### config.mk
export PLATFORM = sky130hd
export DESIGN_NAME = cbor_retry_after_scanner
export DESIGN_NICKNAME = d
export VERILOG_FILES = /design/src/hdl/cras_pkg.sv /design/src/hdl/cbor_retry_after_scanner.sv
export VERILOG_INCLUDE_DIRS = /design/src /design/src/hdl
export SDC_FILE = /design/constraint.sdc
export NUM_CORES = 1
export LEC_CHECK = 0
export BUFFER_PORTS_ARGS = -buffer_cell sky130_fd_sc_hd__buf_2
export CAP_MARGIN = 20
export CORE_MARGIN = 2
export CORE_UTILIZATION = 40
export CTS_CLUSTER_DIAMETER = 80
export DETAILED_ROUTE_END_ITERATION = 16
export GPL_TIMING_DRIVEN = 0
export PLACE_DENSITY_LB_ADDON = 0.25
export SLEW_MARGIN = 10
export SYNTH_ARGS = -nofsm -noshare
export SYNTH_HDL_FRONTEND = slang
export SYNTH_SLANG_ARGS = --single-unit
### constraint.sdc
create_clock -name clk -period 4 [get_ports clk]
set_input_delay 1.2 -clock clk [delete_from_list [all_inputs] [get_ports clk]]
set_output_delay 1.2 -clock clk [all_outputs]
set_load 0.005 [all_outputs]
### src/hdl/cbor_retry_after_scanner_assert.svh
// ----------------------------------------------------------------------------
// cbor_retry_after_scanner_assert.svh
// Assertion macros for the backoff key scanner.
// ----------------------------------------------------------------------------
`ifndef CBOR_RETRY_AFTER_SCANNER_ASSERT_SVH
`define CBOR_RETRY_AFTER_SCANNER_ASSERT_SVH

// same-cycle implication
`define CRAS_ASSERT_SAME(lbl, ante, cons) \
    lbl: assert property (@(posedge clk) disable iff (!rst_n) (ante) |-> (cons)) \
        else $error("assertion failed");

// next-cycle implication
`define CRAS_ASSERT_NEXT(lbl, ante, cons) \
    lbl: assert property (@(posedge clk) disable iff (!rst_n) (ante) |=> (cons)) \
        else $error("assertion failed");

`endif

### src/hdl/cras_pkg.sv
// ----------------------------------------------------------------------------
// cras_pkg
// Types, codes and constants for the backoff key scanner.
// ----------------------------------------------------------------------------
package cras_pkg;

    typedef struct packed {
        logic [7:0] data_byte;
        logic       last_byte;
        logic       empty_payload;
    } req_t;

    typedef struct packed {
        logic [15:0] duration_s;
        logic        found_flag;
    } rsp_t;

    typedef enum logic [3:0] {
        PH_HDR  = 4'd0,
        PH_CNT  = 4'd1,
        PH_KEY  = 4'd2,
        PH_KEYB = 4'd3,
        PH_VAL  = 4'd4,
        PH_U8   = 4'd5,
        PH_U16H = 4'd6,
        PH_U16L = 4'd7,
        PH_SKIP = 4'd8,
        PH_DONE = 4'd9
    } phase_t;

    localparam logic [7:0]  CFG_DEFAULT_IDX = 8'd0;
    localparam logic [7:0]  CFG_MAX_IDX     = 8'd1;
    localparam logic [15:0] DEFAULT_RESET   = 16'd60;
    localparam logic [15:0] MAX_RESET       = 16'd3600;

    localparam logic [2:0] MAJ_UINT  = 3'd0;
    localparam logic [2:0] MAJ_BYTES = 3'd2;
    localparam logic [2:0] MAJ_TEXT  = 3'd3;
    localparam logic [2:0] MAJ_MAP   = 3'd5;

    localparam logic [4:0] INFO_1B = 5'd24;
    localparam logic [4:0] INFO_2B = 5'd25;

    localparam logic [4:0] KEY_LEN = 5'd11;

    function automatic logic [7:0] key_char(input logic [3:0] idx);
        logic [7:0] c;
        case (idx)
            4'd0:    c = 8'h72;
            4'd1:    c = 8'h65;
            4'd2:    c = 8'h74;
            4'd3:    c = 8'h72;
            4'd4:    c = 8'h79;
            4'd5:    c = 8'h5F;
            4'd6:    c = 8'h61;
            4'd7:    c = 8'h66;
            4'd8:    c = 8'h74;
            4'd9:    c = 8'h65;
            4'd10:   c = 8'h72;
            default: c = 8'h00;
        endcase
        return c;
    endfunction

endpackage

### src/hdl/cbor_retry_after_scanner.sv
// ----------------------------------------------------------------------------
// cbor_retry_after_scanner
// Byte-serial CBOR map scanner returning the clamped backoff value, or the default when the key is absent.
// ----------------------------------------------------------------------------
// Request channel (req_valid/req_stall/req) carries one payload byte per
// request, with last_byte marking the final byte and empty_payload ending the
// payload without a byte. Each request enters an input register and is parsed
// the next cycle by the map parser; an ending request loads the result register
// when no stalled response holds it. rsp_valid/rsp_stall/rsp carry one response
// per payload. Throughput is one request per cycle while the input register is
// not stalled, set by the single parse stage between the registers.
// The config channel (cfg_valid/cfg_ready, cfg_index, cfg_data) is always
// ready; index 0 is default_backoff_s, index 1 is the backoff cap, others drop.
// Reset clears the parser, empties both registers and loads the reset values
// of the two config registers. A stalled response holds in the result
// register; the parse stage keeps taking bytes that produce no response, and
// req_stall rises only when an ending request meets a full, stalled result.
// ----------------------------------------------------------------------------
module cbor_retry_after_scanner
(
    input  logic           clk,
    input  logic           rst_n,
    input  logic           req_valid,
    output logic           req_stall,
    input  cras_pkg::req_t req,
    output logic           rsp_valid,
    input  logic           rsp_stall,
    output cras_pkg::rsp_t rsp,
    input  logic           cfg_valid,
    output logic           cfg_ready,
    input  logic [7:0]     cfg_index,
    input  logic [15:0]    cfg_data
);

    `include "cbor_retry_after_scanner_assert.svh"

    logic [15:0]      default_reg;
    logic [15:0]      max_reg;

    logic             s1_valid_reg;
    cras_pkg::req_t   s1_req_reg;

    logic             rsp_valid_reg;
    cras_pkg::rsp_t   rsp_reg;

    cras_pkg::phase_t phase_reg,     phase_next;
    logic [7:0]       pairs_reg,     pairs_next;
    logic [4:0]       kbl_reg,       kbl_next;
    logic [3:0]       kidx_reg,      kidx_next;
    logic             kmatch_reg,    kmatch_next;
    logic [4:0]       skip_reg,      skip_next;
    logic [15:0]      accum_reg,     accum_next;
    logic             decided_reg,   decided_next;
    logic [15:0]      held_dur_reg,  held_dur_next;
    logic             held_fnd_reg,  held_fnd_next;

    logic             s1_emit;
    logic             s1_go;
    logic             s1_fire;
    cras_pkg::rsp_t   rsp_next;

    assign cfg_ready = 1'b1;
    assign rsp_valid = rsp_valid_reg;
    assign rsp       = rsp_reg;

    assign s1_emit   = s1_valid_reg && (s1_req_reg.empty_payload || s1_req_reg.last_byte);
    assign s1_go     = !(s1_emit && rsp_valid_reg && rsp_stall);
    assign s1_fire   = s1_valid_reg && s1_go;
    assign req_stall = s1_valid_reg && !s1_go;

    always_comb
    begin
        logic [7:0]  b;
        logic [2:0]  major;
        logic [4:0]  info;
        logic        dec;
        logic        dec_found;
        logic [15:0] dec_val;
        logic        cnt_set;
        logic [7:0]  cnt_val;
        logic        fin;
        logic [15:0] fin_val;
        logic        endp;

        b         = s1_req_reg.data_byte;
        major     = b[7:5];
        info      = b[4:0];
        dec       = 1'b0;
        dec_found = 1'b0;
        dec_val   = '0;
        cnt_set   = 1'b0;
        cnt_val   = '0;
        fin       = 1'b0;
        fin_val   = '0;
        endp      = 1'b0;

        phase_next    = phase_reg;
        pairs_next    = pairs_reg;
        kbl_next      = kbl_reg;
        kidx_next     = kidx_reg;
        kmatch_next   = kmatch_reg;
        skip_next     = skip_reg;
        accum_next    = accum_reg;
        decided_next  = decided_reg;
        held_dur_next = held_dur_reg;
        held_fnd_next = held_fnd_reg;

        if (!s1_req_reg.empty_payload)
        begin
            case (phase_reg)
                cras_pkg::PH_HDR:
                begin
                    if (major != cras_pkg::MAJ_MAP)
                        dec = 1'b1;
                    else if (info == cras_pkg::INFO_1B)
                        phase_next = cras_pkg::PH_CNT;
                    else
                    begin
                        cnt_set = 1'b1;
                        cnt_val = {3'b000, info};
                    end
                end
                cras_pkg::PH_CNT:
                begin
                    cnt_set = 1'b1;
                    cnt_val = b;
                end
                cras_pkg::PH_KEY:
                begin
                    if (major != cras_pkg::MAJ_TEXT || info >= cras_pkg::INFO_1B)
                        dec = 1'b1;
                    else
                    begin
                        kmatch_next = (info == cras_pkg::KEY_LEN);
                        kidx_next   = '0;
                        kbl_next    = info;
                        phase_next  = (info == 5'd0) ? cras_pkg::PH_VAL : cras_pkg::PH_KEYB;
                    end
                end
                cras_pkg::PH_KEYB:
                begin
                    if ({1'b0, kidx_reg} < cras_pkg::KEY_LEN)
                    begin
                        if (b != cras_pkg::key_char(kidx_reg))
                            kmatch_next = 1'b0;
                        kidx_next = kidx_reg + 4'd1;
                    end
                    else
                        kmatch_next = 1'b0;
                    kbl_next = kbl_reg - 5'd1;
                    if (kbl_reg == 5'd1)
                        phase_next = cras_pkg::PH_VAL;
                end
                cras_pkg::PH_VAL:
                begin
                    if (major == cras_pkg::MAJ_UINT)
                    begin
                        if (info < cras_pkg::INFO_1B)
                        begin
                            fin     = 1'b1;
                            fin_val = {11'd0, info};
                        end
                        else if (info == cras_pkg::INFO_1B)
                            phase_next = cras_pkg::PH_U8;
                        else if (info == cras_pkg::INFO_2B)
                            phase_next = cras_pkg::PH_U16H;
                        else
                            dec = 1'b1;
                    end
                    else if (major == cras_pkg::MAJ_BYTES || major == cras_pkg::MAJ_TEXT)
                    begin
                        if (info >= cras_pkg::INFO_1B)
                            dec = 1'b1;
                        else if (info == 5'd0)
                            endp = 1'b1;
                        else
                        begin
                            skip_next  = info;
                            phase_next = cras_pkg::PH_SKIP;
                        end
                    end
                    else
                        dec = 1'b1;
                end
                cras_pkg::PH_U8:
                begin
                    fin     = 1'b1;
                    fin_val = {8'd0, b};
                end
                cras_pkg::PH_U16H:
                begin
                    accum_next = {b, 8'd0};
                    phase_next = cras_pkg::PH_U16L;
                end
                cras_pkg::PH_U16L:
                begin
                    accum_next = accum_reg | {8'd0, b};
                    fin        = 1'b1;
                    fin_val    = accum_reg | {8'd0, b};
                end
                cras_pkg::PH_SKIP:
                begin
                    skip_next = skip_reg - 5'd1;
                    if (skip_reg == 5'd1)
                        endp = 1'b1;
                end
                default:
                begin
                end
            endcase
        end

        if (cnt_set)
        begin
            pairs_next = cnt_val;
            if (cnt_val == 8'd0)
                dec = 1'b1;
            else
                phase_next = cras_pkg::PH_KEY;
        end

        if (fin)
        begin
            if (kmatch_reg)
            begin
                dec       = 1'b1;
                dec_found = 1'b1;
                dec_val   = fin_val;
            end
            else
                endp = 1'b1;
        end

        if (endp)
        begin
            pairs_next = pairs_reg - 8'd1;
            if (pairs_reg == 8'd1)
                dec = 1'b1;
            else
                phase_next = cras_pkg::PH_KEY;
        end

        if (dec)
        begin
            decided_next  = 1'b1;
            held_fnd_next = dec_found;
            held_dur_next = !dec_found ? 16'd0 : ((dec_val > max_reg) ? max_reg : dec_val);
            phase_next    = cras_pkg::PH_DONE;
        end

        if (decided_next && held_fnd_next)
        begin
            rsp_next.duration_s = held_dur_next;
            rsp_next.found_flag = 1'b1;
        end
        else
        begin
            rsp_next.duration_s = default_reg;
            rsp_next.found_flag = 1'b0;
        end

        if (s1_emit)
        begin
            phase_next    = cras_pkg::PH_HDR;
            pairs_next    = '0;
            kbl_next      = '0;
            kidx_next     = '0;
            kmatch_next   = 1'b0;
            skip_next     = '0;
            accum_next    = '0;
            decided_next  = 1'b0;
            held_dur_next = '0;
            held_fnd_next = 1'b0;
        end
    end

    always_ff @(posedge clk or negedge rst_n)
    begin
        if (!rst_n)
        begin
            default_reg <= cras_pkg::DEFAULT_RESET;
            max_reg     <= cras_pkg::MAX_RESET;
        end
        else if (cfg_valid && cfg_ready)
        begin
            if (cfg_index == cras_pkg::CFG_DEFAULT_IDX)
                default_reg <= cfg_data;
            else if (cfg_index == cras_pkg::CFG_MAX_IDX)
                max_reg <= cfg_data;
        end
    end

    always_ff @(posedge clk or negedge rst_n)
    begin
        if (!rst_n)
            s1_valid_reg <= 1'b0;
        else if (!req_stall)
            s1_valid_reg <= req_valid;
    end

    always_ff @(posedge clk)
    begin
        if (req_valid && !req_stall)
            s1_req_reg <= req;
    end

    always_ff @(posedge clk or negedge rst_n)
    begin
        if (!rst_n)
        begin
            phase_reg    <= cras_pkg::PH_HDR;
            pairs_reg    <= '0;
            kbl_reg      <= '0;
            kidx_reg     <= '0;
            kmatch_reg   <= 1'b0;
            skip_reg     <= '0;
            accum_reg    <= '0;
            decided_reg  <= 1'b0;
            held_dur_reg <= '0;
            held_fnd_reg <= 1'b0;
        end
        else if (s1_fire)
        begin
            phase_reg    <= phase_next;
            pairs_reg    <= pairs_next;
            kbl_reg      <= kbl_next;
            kidx_reg     <= kidx_next;
            kmatch_reg   <= kmatch_next;
            skip_reg     <= skip_next;
            accum_reg    <= accum_next;
            decided_reg  <= decided_next;
            held_dur_reg <= held_dur_next;
            held_fnd_reg <= held_fnd_next;
        end
    end

    always_ff @(posedge clk or negedge rst_n)
    begin
        if (!rst_n)
            rsp_valid_reg <= 1'b0;
        else if (s1_fire && s1_emit)
            rsp_valid_reg <= 1'b1;
        else if (!rsp_stall)
            rsp_valid_reg <= 1'b0;
    end

    always_ff @(posedge clk)
    begin
        if (s1_fire && s1_emit)
            rsp_reg <= rsp_next;
    end

    `CRAS_ASSERT_SAME(a_found_capped, rsp_valid_reg && rsp_reg.found_flag, rsp_reg.duration_s <= max_reg)
    `CRAS_ASSERT_NEXT(a_emit_clears, s1_fire && s1_emit, phase_reg == cras_pkg::PH_HDR && !decided_reg)
    `CRAS_ASSERT_SAME(a_done_decided, 1'b1, decided_reg == (phase_reg == cras_pkg::PH_DONE))
    `CRAS_ASSERT_SAME(a_stall_cause, req_stall, s1_emit && rsp_valid_reg && rsp_stall)

endmodule

Word level (Yosys, flattened, before mapping)
Memory sizes are Yosys's and may differ from the RTL's.
Cells that the tools add are included.
- add/sub/neg operators: 4
- magnitude comparators: 4
- equal/unequal tests: 29
- muxes and demuxes: 107
- bitwise operators: 2
- reduce and logical (&&, ||, !) cells: 31
- operator list (cell ; number):
    $mux 16 ; 9
    $mux 4 ; 22
    $mux 5 ; 13
    $mux 8 ; 7
    $pmux 16 s3 ; 1
    $mux 1 ; 42
    $pmux 16 s2 ; 1
    $ne 3x3->1 const B ; 7
    $pmux 4 s5 ; 1
    $pmux 5 s2 ; 2
    $mux 17 ; 1
    $eq 4x3->1 const B ; 4
    $eq 8x1->1 const B ; 2
    $gt 16x16->1 ; 1
    $logic_not 8->1 ; 2
    $or 16x8->16 ; 1
    $pmux 8 s2 ; 1
    $reduce_bool 3->1 ; 4
    $eq 5x1->1 const B ; 2
    $eq 5x5->1 const B ; 2
    $reduce_and 5->1 ; 2
    $sub 5x1->5 const B ; 2
    $eq 4x2->1 const B ; 2
    $logic_and 1x1->1 ; 8
    28 further kinds ; 38
- flip-flop bits (word level): 122
- memory bits (read-only): 112
- word-level logic and storage cells: 197
- memories: 1
- memories (name ; depth ; width ; rd ports ; clocked after memory_dff ; write ports ; line ; text):
    (no name shown) ; 16 ; 7 ; 1 ; 0 ; 0 ; cras_pkg.sv:48 ; case (idx)

Logic depth before layout (Yosys ltp)
- depth after elaboration: 16
- mapped depth: 17

Least setup slack after synthesis
No wires, ideal clock.
- kind: reg-to-reg
- start: register phase_reg[1]
- end: register rsp_reg, in the netlist rsp[14], data pin
- setup time: 0.146 ns
- data arrival time: 4.265 ns
- path slack: -0.411 ns
- cell stages (with the launch flop): 18
- period minus slack after synthesis: 4.411 ns
- cell sequence: dfrtp_1 buf_6 or4b_4 nand2b_1 o21ai_1 clkbuf_1 buf_2 and3_1 ha_1 nand4_1 nor2_1 a221o_1 a211oi_1 nand2b_1 clkbuf_1 buf_2 mux2_2 a21oi_1
- RTL lines (item ; line ; text):
    start, declared ; cbor_retry_after_scanner.sv:46 ; cras_pkg::phase_t phase_reg, phase_next;
    start signal, assigned ; cbor_retry_after_scanner.sv:311 ; phase_reg <= cras_pkg::PH_HDR;
    start signal, assigned ; cbor_retry_after_scanner.sv:324 ; phase_reg <= phase_next;
    end signal, assigned ; cbor_retry_after_scanner.sv:350 ; rsp_reg <= rsp_next;
    end, declared ; cbor_retry_after_scanner.sv:44 ; cras_pkg::rsp_t rsp_reg;

==> summary.md <==
| Metric | Value |
|---|---|
| Run status | `completed` |
| Proportion of power drawn by the clock network | `0.443` |
| Worst Tran Pin Value | `968 ps` |
| Mean number of vias per cell | `5.57` |
| Commonest cells after routing, fill and taps aside | `87 x nand2_1, 86 x dfrtp_1, 61 x buf_2, 61 x nor2_1, 54 x o21ai_0` |
| Non-filler instance count after layout | `1058` |
| Largest fanout of any net on the critical path | `10` |
| Antenna fix cells | `0` |
| Wire length of the first global-routing pass | `30400 um` |
| Sw Pwr | `0.968 mW` |
| Top delay family on crit path | `compound AO/OA/AOI/OAI gates` |
| Final critical-path share of the clock period | `0.975` |
| Cell types occupying the most area after synthesis | `dfrtp_1 31%, edfxtp_1 12%, mux2_2 8.1%, ha_1 5.0%, nand2_1 4.7%` |
| Top_reg_cell synth | `dfrtp_1` |
| Post-synth EDFFs | `27` |
| Total power density per cell area | `429 nW/um^2` |
| Max Freq | `256 MHz` |
| Part of the Yosys area used for sequential elements | `0.458` |
| Ordered cell list for the critical path | `buf_6, or4b_4, nand2b_4, o21ai_4, buf_8, and3_1, ha_1, a21o_1, a21o_1, a221o_1, a211oi_2, nand2b_4, clkbuf_16, mux2i_4, a31oi_1` |
| Switching power share of the total | `0.266` |
| Static Leakage | `3.63 nW` |
| Longest individual stage delay on the worst path | `490 ps` |
| Post-synthesis instance area | `6990 um^2` |
| TritonCTS clock tree | `yes` |
| Die span in x | `136 um` |
| Routed wire length | `19000 um` |
| Sequential cell fraction of total power | `0.401` |
| DPL Wire Length | `13100 um` |
| Growth of design area from synthesis to finish | `21.3%` |
| Type of element launching the critical path | `flop` |
| Clk_lat worst skew | `420 ps` |
| Largest net degree at the start of global routing | `58` |
| Total Die Area | `18500 um^2` |
| Clock tree buffer depth | `2` |
| Share of power burned in combinational logic | `0.156` |
| Number of design-rule violations left by the first detailed-router iteration | `512` |
| Setup violations, final | `0` |
| Number of endpoints with negative hold slack in the final report | `0` |
| Skew final | `14.6 ps` |
| Layout Cell Area excl Fill | `8470 um^2` |
| Fraction of registers with async set or reset after synthesis | `0.779` |
| Number of H-tree levels | `4` |
| Final weighted congestion in routability-driven placement | `0.912` |
| Endpoint required time on the critical path | `4140 ps` |
| Footprint of the flip-flops and latches | `3200 um^2` |
| Worst IR drop on VDD | `0.388 mV` |
| Worst Hold Class | `flop to flop` |
| Setup TNS after final layout | `0 ps` |
| Final min period | `3900 ps` |
| Class of the most critical setup path | `flop to flop` |
| DRC errors left | `0` |
| Fill cell total of the finished layout | `1667` |
| Final core utilization | `0.493` |
| Remaining antenna violation count | `0` |
| Number of antenna violations at the first check in global routing | `0` |
| Top-Level Pins | `59` |
| Worst Hold Slack | `483 ps` |
| Drt first pass iters | `6` |
| Total of warnings raised by yosys | `0` |
| Launch point of the worst hold path | `held_dur_reg[12]` |
| Flop and latch count out of synthesis | `122` |
| Worst setup timing slack at the placement stage | `-796 ps` |
| Cell at the root of the clock tree | `clkbuf_16` |
| Hold Crit Endpoint | `held_dur_reg[12]` |
| Maximum capacitance violations | `0` |
| Length in cells of the worst reg-to-reg path | `15` |
| Net count after synthesis | `798` |
| Commonest non-fill, non-tap cell in the layout | `nand2_1` |
| Slew headroom | `0.348` |
| Die height | `136 um` |
| GRT Util Overall | `0.212` |
| Total count of max-transition violations in the final report | `0` |
| Reg-to-Reg Start | `phase_reg[1]` |
| Area share of the largest cell type after synthesis | `0.312` |
| Total Power | `3.63 mW` |
| Cell at the slowest stage of the critical path | `or4b_4` |
| Post-detailed-placement cell area | `7630 um^2` |
| CP Data Arrival Time | `4040 ps` |
| Drt wl/cell | `17.9 um` |
| Vias in the first global route | `5782` |
| Setup slack of the most critical reg-to-reg path | `100 ps` |
| Internal power contribution | `2.67 mW` |
| Final #Nets | `887` |
| Layout cells sized above 1 | `0.240` |
| Clk pin slew, worst setup/hold paths | `60 ps` |
| Global-route congestion overflow total | `0` |
| Cell depth of the worst hold path | `2` |
| Setup slack after layout | `98.8 ps` |
| Average size of a mapped cell | `9.56 um^2` |
| Area occupied by multi-input gates | `3630 um^2` |
| Row count | `48` |
| Buffering stage count on the worst path with inverters included | `3` |
| Number of buffers created by CTS | `17` |
| Number of distinct library cells after synthesis | `71` |
| Most area-hungry cell type in the Yosys netlist | `dfrtp_1` |
| Post-synthesis cell count | `731` |
| Total number of clock tree sinks | `122` |
| Port Buffers | `57` |
| Flip-flop count of the largest register after layout | `17` |
| Initial Util | `0.407` |
| Worst Setup End Kind | `flop` |
| Core Box Area | `17200 um^2` |
| RR Endpoint | `rsp[3]` |
| # placed instances | `1014` |
| Via total after detailed routing | `5892` |
layer usage:
metal  routed length [um]  vias to the layer above  GRT usage
li1                     -                     2819          -
met1                 9030                     2871      0.295
met2                 8610                      168      0.328
met3                  949                       34     0.0447
met4                  367                        0     0.0723
met5                    0                        -          0
worst max path at each step:
stage                        startpoint  endpoint  cells past startpoint
after floorplan            phase_reg[1]   rsp[14]                     17
after global placement    s1_req_reg[8]    rsp[3]                     17
after detailed placement  s1_req_reg[8]    rsp[3]                     17
after CTS                  phase_reg[1]   rsp[12]                     17
after global routing       phase_reg[1]    rsp[3]                     15
final                      phase_reg[1]    rsp[3]                     15
power groups by stage:
stage	registers, mW	clock network, mW	logic (mW)
after floorplan	1.46	0	0.334
after global placement	1.47	0	0.488
after detailed placement	1.48	0	0.501
after CTS	1.46	1.63	0.524
after global routing	1.47	1.68	0.627
final	1.46	1.61	0.567
logic make-up after synthesis:
kind of cell / share of synthesized area
AOI/OAI and AO/OA: 0.163
xor gates and xnor gates: 0.0100
adders and majority gates: 0.0501
buffers and inverters: 0.0405
DFF: 0.458
muxes: 0.0895
other: 0.000537
and+or+nand+nor: 0.189
Yosys cell counts, types with 5 or more instances:
cell type / n
nor3_1: 9
nand2_1: 87
nand3_1: 25
dfstp_2: 8
edfxtp_1: 27
nor2b_1: 10
a21o_1: 6
inv_1: 33
nand2b_1: 11
clkbuf_1: 28
a31oi_1: 11
nand4_1: 5
o21ai_1: 7
mux2_2: 50
nor4_1: 6
dfrtp_1: 87
buf_2: 7
a21oi_1: 55
o21ai_0: 54
ha_1: 28
xnor2_1: 5
and3_1: 11
nor2_1: 64
nor4b_1: 6
a22oi_1: 8
worst min-delay path, cell delays in order, from the launching register on:
cell	delay [ps]
dfrtp_1	340
nand2_1	50
o21ai_0	60
area by class of cell:
class,instances,area share
multi-input cells,539,0.428
flip-flops and latches,122,0.378
clock buffers,23,0.0540
repair buffers,72,0.0518
well taps,225,0.0332
plain buffers,35,0.0227
clock inverters,9,0.0176
inverters,33,0.0146
timing repair:
| action | 4_1_cts | 5_1_grt |
|---|---|---|
| hold buffers | 0 | 0 |
| setup endpoints to repair | 32 | 24 |
| buffers inserted | 7 | 5 |
| pin swaps | 5 | 5 |
| gates cloned | 0 | 1 |
| hold endpoints to repair | 0 | 0 |
| gates resized for setup | 15 | 19 |
No activity file was read; power rests on OpenSTA's default activity.
